--- config.mk ---
export PLATFORM = sky130hd
export DESIGN_NAME = sse_ctrl
export DESIGN_NICKNAME = d
export VERILOG_FILES = /design/src/rtl/sse_pkg.sv /design/src/rtl/sse_ctrl.sv
export SDC_FILE = /design/constraint.sdc
export NUM_CORES = 1
export LEC_CHECK = 0
export ABC_AREA = 0
export BUFFER_PORTS_ARGS = -buffer_cell sky130_fd_sc_hd__buf_2
export CAP_MARGIN = 20
export CORE_AREA = 10 10 47 49
export CTS_CLUSTER_SIZE = 25
export DETAILED_ROUTE_END_ITERATION = 6
export DIE_AREA = 0 0 57 59
export PLACE_DENSITY_LB_ADDON = 0.2
export SLEW_MARGIN = 20
export SYNTH_ARGS = -nofsm -noshare
export SYNTH_HDL_FRONTEND = slang
export SYNTH_SLANG_ARGS = --single-unit
--- constraint.sdc ---
create_clock -name clk -period 1.62 [get_ports clk]
set_clock_uncertainty 0.2 [all_clocks]
set_input_delay 0.324 -clock clk [delete_from_list [all_inputs] [get_ports clk]]
set_output_delay 0.324 -clock clk [all_outputs]
set_load 0.01 [all_outputs]
--- src/rtl/sse_pkg.sv ---
`default_nettype none
// ----------------------------------------------------------------------------
// sse_pkg
// Shared constants, opcodes and control types for the sparse set engine.
// ----------------------------------------------------------------------------
package sse_pkg;

  localparam int unsigned UNIVERSE_DEF = 256;

  localparam int unsigned OP_W    = 3;
  localparam int unsigned VALUE_W = 8;
  localparam int unsigned COUNT_W = 9;

  typedef enum logic [OP_W-1:0] {
    OP_ADD      = 3'd0,
    OP_REMOVE   = 3'd1,
    OP_CONTAINS = 3'd2,
    OP_CLEAR    = 3'd3,
    OP_GET      = 3'd4
  } sse_op_t;

  // controller to datapath
  typedef struct packed {
    logic capture;
    logic rd_sparse;
    logic rd_dense;
    logic commit;
  } sse_cmd_t;

  // datapath to controller
  typedef struct packed {
    logic out_full;
  } sse_stat_t;

endpackage : sse_pkg
`default_nettype wire

--- src/rtl/sse_ctrl.sv ---
`default_nettype none
// ----------------------------------------------------------------------------
// sse_ctrl
// Sequencer for one operation: capture, sparse read, dense read, execute.
// ----------------------------------------------------------------------------
module sse_ctrl (
  input  wire logic              clk,
  input  wire logic              rst_n,
  input  wire logic              in_valid,
  output logic                   in_stall,
  input  wire sse_pkg::sse_stat_t stat,
  output sse_pkg::sse_cmd_t      cmd
);
  import sse_pkg::*;

  typedef enum logic [3:0] {
    ST_IDLE    = 4'b0001,
    ST_RD_SPRS = 4'b0010,
    ST_RD_DNS  = 4'b0100,
    ST_EXEC    = 4'b1000
  } sse_state_t;

  sse_state_t state_r, state_nxt;

  always_comb begin
    state_nxt     = state_r;
    cmd.capture   = 1'b0;
    cmd.rd_sparse = 1'b0;
    cmd.rd_dense  = 1'b0;
    cmd.commit    = 1'b0;
    unique case (state_r)
      ST_IDLE: begin
        if (in_valid) begin
          cmd.capture = 1'b1;
          state_nxt   = ST_RD_SPRS;
        end
      end
      ST_RD_SPRS: begin
        cmd.rd_sparse = 1'b1;
        state_nxt     = ST_RD_DNS;
      end
      ST_RD_DNS: begin
        cmd.rd_dense = 1'b1;
        state_nxt    = ST_EXEC;
      end
      ST_EXEC: begin
        if (!stat.out_full) begin
          cmd.commit = 1'b1;
          state_nxt  = ST_IDLE;
        end
      end
      default: state_nxt = ST_IDLE;
    endcase
  end

  always_ff @(posedge clk) begin
    if (!rst_n) begin
      state_r <= ST_IDLE;
    end else begin
      state_r <= state_nxt;
    end
  end

  assign in_stall = (state_r != ST_IDLE);

endmodule : sse_ctrl
`default_nettype wire

# --- Word level (Yosys, flattened, before mapping) ---
# Cells that the tools add are included.
# W data, S select, Z words.
op_classes:
  eq_ne: 7
  mux: 9
  reduce_logical: 1
ops:
  columns: ["cell", "count"]
  rows:
  - ["$pmux W4 S4", 1]
  - ["$mux W4", 2]
  - ["$mux W1", 6]
  - ["$eq A4 B1 Y1 const B", 1]
  - ["$eq A4 B2 Y1 const B", 1]
  - ["$eq A4 B3 Y1 const B", 1]
  - ["$eq A4 B4 Y1 const B", 1]
  - ["$ne A2 B2 Y1 const B", 2]
  - ["$ne A4 B1 Y1 const B", 1]
  - ["$reduce_and A2 Y1", 1]
totals:
  regBits: 4
  in_bits: 4
  out_inout_bits: 5
  wordCells: 18

# --- Longest topological paths before layout ---
logic_depth:
  word_depth: 3
  mapped_depth: 3
  ltp_nobuf: 3

# --- Least setup slack after synthesis ---
# OpenSTA, ideal clock, no wires.
synth_path:
  path_type: "register to register"
  startpoint: "register state_r[3]"
  endpoint: "register state_r[0]"
  setup_time_ns: 0.114
  arrival_ns: 1.157
  t_required_ns: 1.306
  path_slack_ns: 0.149
  stages_incl_launch_ff: 4
  path_buffers: 0
  period_less_slack_ns: 1.471
  cell_sequence: "dfxtp_1 nor4b_1 nor2_1 a21o_1"
synth_via:
  elab_chain_cells: 3
  elab_cells_between_ends: 8
  classes_between: "eq/ne (6); mux (1); reduce/logical (1)"
synth_lines:
  columns: ["item", "line", "text"]
  rows:
  - ["start, declared", "sse_ctrl.sv:23", "sse_state_t state_r, state_nxt;"]
  - ["start signal, assigned", "sse_ctrl.sv:60", "state_r <= state_nxt;"]
  - ["$eq A4 B4 Y1 or $eq A4 B1 Y1 (tied branches)", "sse_ctrl.sv:31", "unique case (state_r)"]
  - ["$ne A2 B2 Y1 (no line)", null, null]
  - ["$reduce_and A2 Y1 (no line)", null, null]
# Several ways; a longest one is shown, not always the timed one.
# A chain may end at the register's enable or synchronous reset.

# --- Final worst setup path ---
layout_path:
  startpoint: "register state_r[1]"
  endpoint: "output port in_stall"
layout_via:
  elab_chain_cells: 1
layout_lines:
  columns: ["item", "line", "text"]
  rows:
  - ["$ne A4 B1 Y1", "sse_ctrl.sv:64", "assign in_stall = (state_r != ST_IDLE);"]
  - ["end, declared", "sse_ctrl.sv:10", "output logic in_stall,"]
# No other way between the ends.

==> run_results.csv <==
group,metric,value,unit
outcome,run_status,"finished with violations",
outcome,failed_checks,"setup timing",
grt,grt_max_degree,9,
cells_and_area,post_route_cells_drive_above_1_share,60.5,%
critical_path,critPathLaunchType,"flip-flop",
cells_and_area,layout.nets,44,
pwr,power-per-cell-area,1040,nW/um2
timing,post-route-period-util,110,%
synth,syn_area,221,um2
clock_tree,cts.path.max_buffers,2,
critical_path,cp.arrival,1250,ps
route,vias,236,
cells_and_area,final_core_utilization,25.4,%
synth,avgSynthCellArea,9.23,um2
min_path,worstHoldPathCells,2,
cells_and_area,fin_cells,54,
pwr,power_leakage,0.158,nW
route,dr.pass1.iters,2,
placed_design,placedInstanceArea,289,um2
grt,grt_first_pass_wirelength,1190,um
route,routedWlPerCell,12.8,um
floorplan,die_area,3360,um2
synth,synth.lib_cells_used.distinct,17,
critical_path,reg2reg_from,"state_r[1]$_SDFFE_PN0P_",
floorplan,starting_density_of_the_core,15.8,%
min_path,worstHoldEndpoint,"state_r[1]$_SDFFE_PN0P_",
critical_path,endpoint_kind,"output pin",
route,antenna_violating_nets_post_route,0,
synth,post_synth_net_total,28,
timing,maxClockFrequency,563,MHz
timing,slew_viol_final,0,
clock_tree,numCtsBuffers,3,
critical_path,r2r_cells,4,
clock_tree,master_cell_of_the_clock_root_buffer,"clkbuf_4",
cells_and_area,reg_top3,"state_r (4)",
cells_and_area,flip_flop_count_of_the_largest_register_all_copies_and_words_added,4,
floorplan,row_count,14,
timing,finalHoldViolCount,0,
floorplan,core-area,1400,um2
min_path,holdCritStartpoint,"rst_n",
grt,antenna_violations_before_repair,0,
timing,rsz0062_at_grt,"true",
pwr,worst_ir_drop_vdd,337,uV
clock_tree,clock_latency,230,ps
clock_tree,tritoncts_clock_tree,"built",
placed_design,dp_cells,49,
timing,setup_viol_count_final,4,
critical_path,path_max_fanout,5,
timing,final.min_clock_period,1780,ps
floorplan,design.portCount,9,
clock_tree,htreeDepth,1,
cells_and_area,antenna_diode_count,0,
clock_tree,clkTransAtPathRegs,40,ps
synth,synthCells,24,
critical_path,setup.worst_path.class,"reg -> out",
cells_and_area,final_area,357,um2
grt,groute.usage.overall,4.39,%
placed_design,port-buffer-count,8,
grt,first_global_vias,268,
clock_tree,numClockSinks,4,
placed_design,routabilityCongestion,0.702,
floorplan,floorplan.die.height,59,um
critical_path,timing.reg2reg.setup_slack,50,ps
synth,synth_sequential_area_ratio,36.2,%
grt,overflow,0,
synth,ys.warnings.count,0,
route,detail_route.drc_violations,0,
min_path,timing.hold.worst.class,"in -> reg",
critical_path,worst_r2r_endpoint,"state_r[3]$_SDFFE_PN0P_",
job,cap_violations,0,
critical_path,required,1100,ps
timing,slew_headroom,75.2,%
cells_and_area,area_delta_synth_final,61.0,%
cells_and_area,max_flop_register,"state_r",
route,routed_wirelength,689,um
timing,tightest_slew,367,ps
synth,synth-seq-cells,4,
critical_path,startpoint,"state_r[1]$_SDFFE_PN0P_",
route,per_cell_via_count_in_the_routed_design,4.37,
timing,setup_ws,-156,ps
route,dr.first_iter.drc_count,4,
floorplan,dieWidth,57,um
-- kinds of logic after synthesis --
| logic type | after synthesis | share of synthesized area, % |
|---|---|---|
| flip-flops | 4 | 36.2 |
| AND/OR/NAND/NOR | 14 | 44.1 |
| AO/OA/AOI/OAI | 5 | 16.4 |
| buffers and inverters | 1 | 3.39 |
-- cell type report --
cell class,count,area [um2]
clock buffer,3,22.5
fill,162,1040
multi-input combinational,19,146
sequential,4,85.1
tap,16,20.0
timing repair buffer,12,82.6
-- worst max-delay path by stage --
stage	endpoint	slack, ps	cells after the start
after CTS	in_stall	-170	2
after detailed placement	in_stall	60	2
after global placement	in_stall	50	2
final	in_stall	-160	2
after global routing	in_stall	-190	2
after floorplan	state_r[0]$_SDFFE_PN1P_	150	3
-- report_power, final --
| part | switching (W) | internal [W] | leakage (nW) |
|---|---|---|---|
| registers | 0.0000171 | 0.000112 | 0.0338 |
| clock network | 0.0000402 | 0.0000828 | 0.0138 |
| logic | 0.0000476 | 0.0000720 | 0.110 |
| total | 0.000105 | 0.000267 | 0.158 |
-- synth_stat cells (all sizes together) --
cell	count	area [um2]
nor3b	1	7.51
nor2b	1	6.26
or4b	1	13.8
nor2	3	11.3
buf	1	7.51
and3	1	6.26
and2	2	12.5
o21ai	2	13.8
and3b	1	8.76
a21o	1	7.51
dfxtp	4	80.1
a211oi	1	7.51
nor4bb	1	10.0
o21bai	1	7.51
nor4b	2	17.5
nand2	1	3.75
-- layout by cell type (no fill, tap or decap), drive strengths merged --
master  count
buf        12
dfxtp       4
nor2        3
clkbuf      3
and2        2
nor4b       2
o21ai       2
or4b        1
nor4bb      1
nor2b       1
and3        1
and3b       1
a21o        1
nand2       1
nor3b       1
o21bai      1
a211oi      1
-- worst max-delay path, stage by stage, from the launching register on --
cell	delay (ps)
dfxtp_2	330
or4b_4	550
buf_6	140
-- repair_timing --
item	in CTS	in global routing
gates resized for setup	6	2
endpoints found under the setup margin	5	5
hold buffers	0	0
setup buffers	1	1
-- layer usage --
layer,track usage [%],share of wire (%)
met2,6.20,48
met4,4.03,0
met1,5.42,48
met3,0.858,3.0
met5,0,0
-- stage by stage --
| step | total power [W] | setup TNS [ps] | hold slack [ps] | worst slack [ps] |
|---|---|---|---|---|
| floorplan | 0.000182 | 0 | 246 | 149 |
| global route | 0.000402 | -706 | 141 | -192 |
| global placement | 0.000218 | 0 | 312 | 52.1 |
| CTS | 0.000365 | -489 | 132 | -172 |
| finish | 0.000372 | -399 | 136 | -156 |
| detailed placement | 0.000220 | 0 | 300 | 60.4 |
Note: power is estimated with default switching activity, not from simulation.
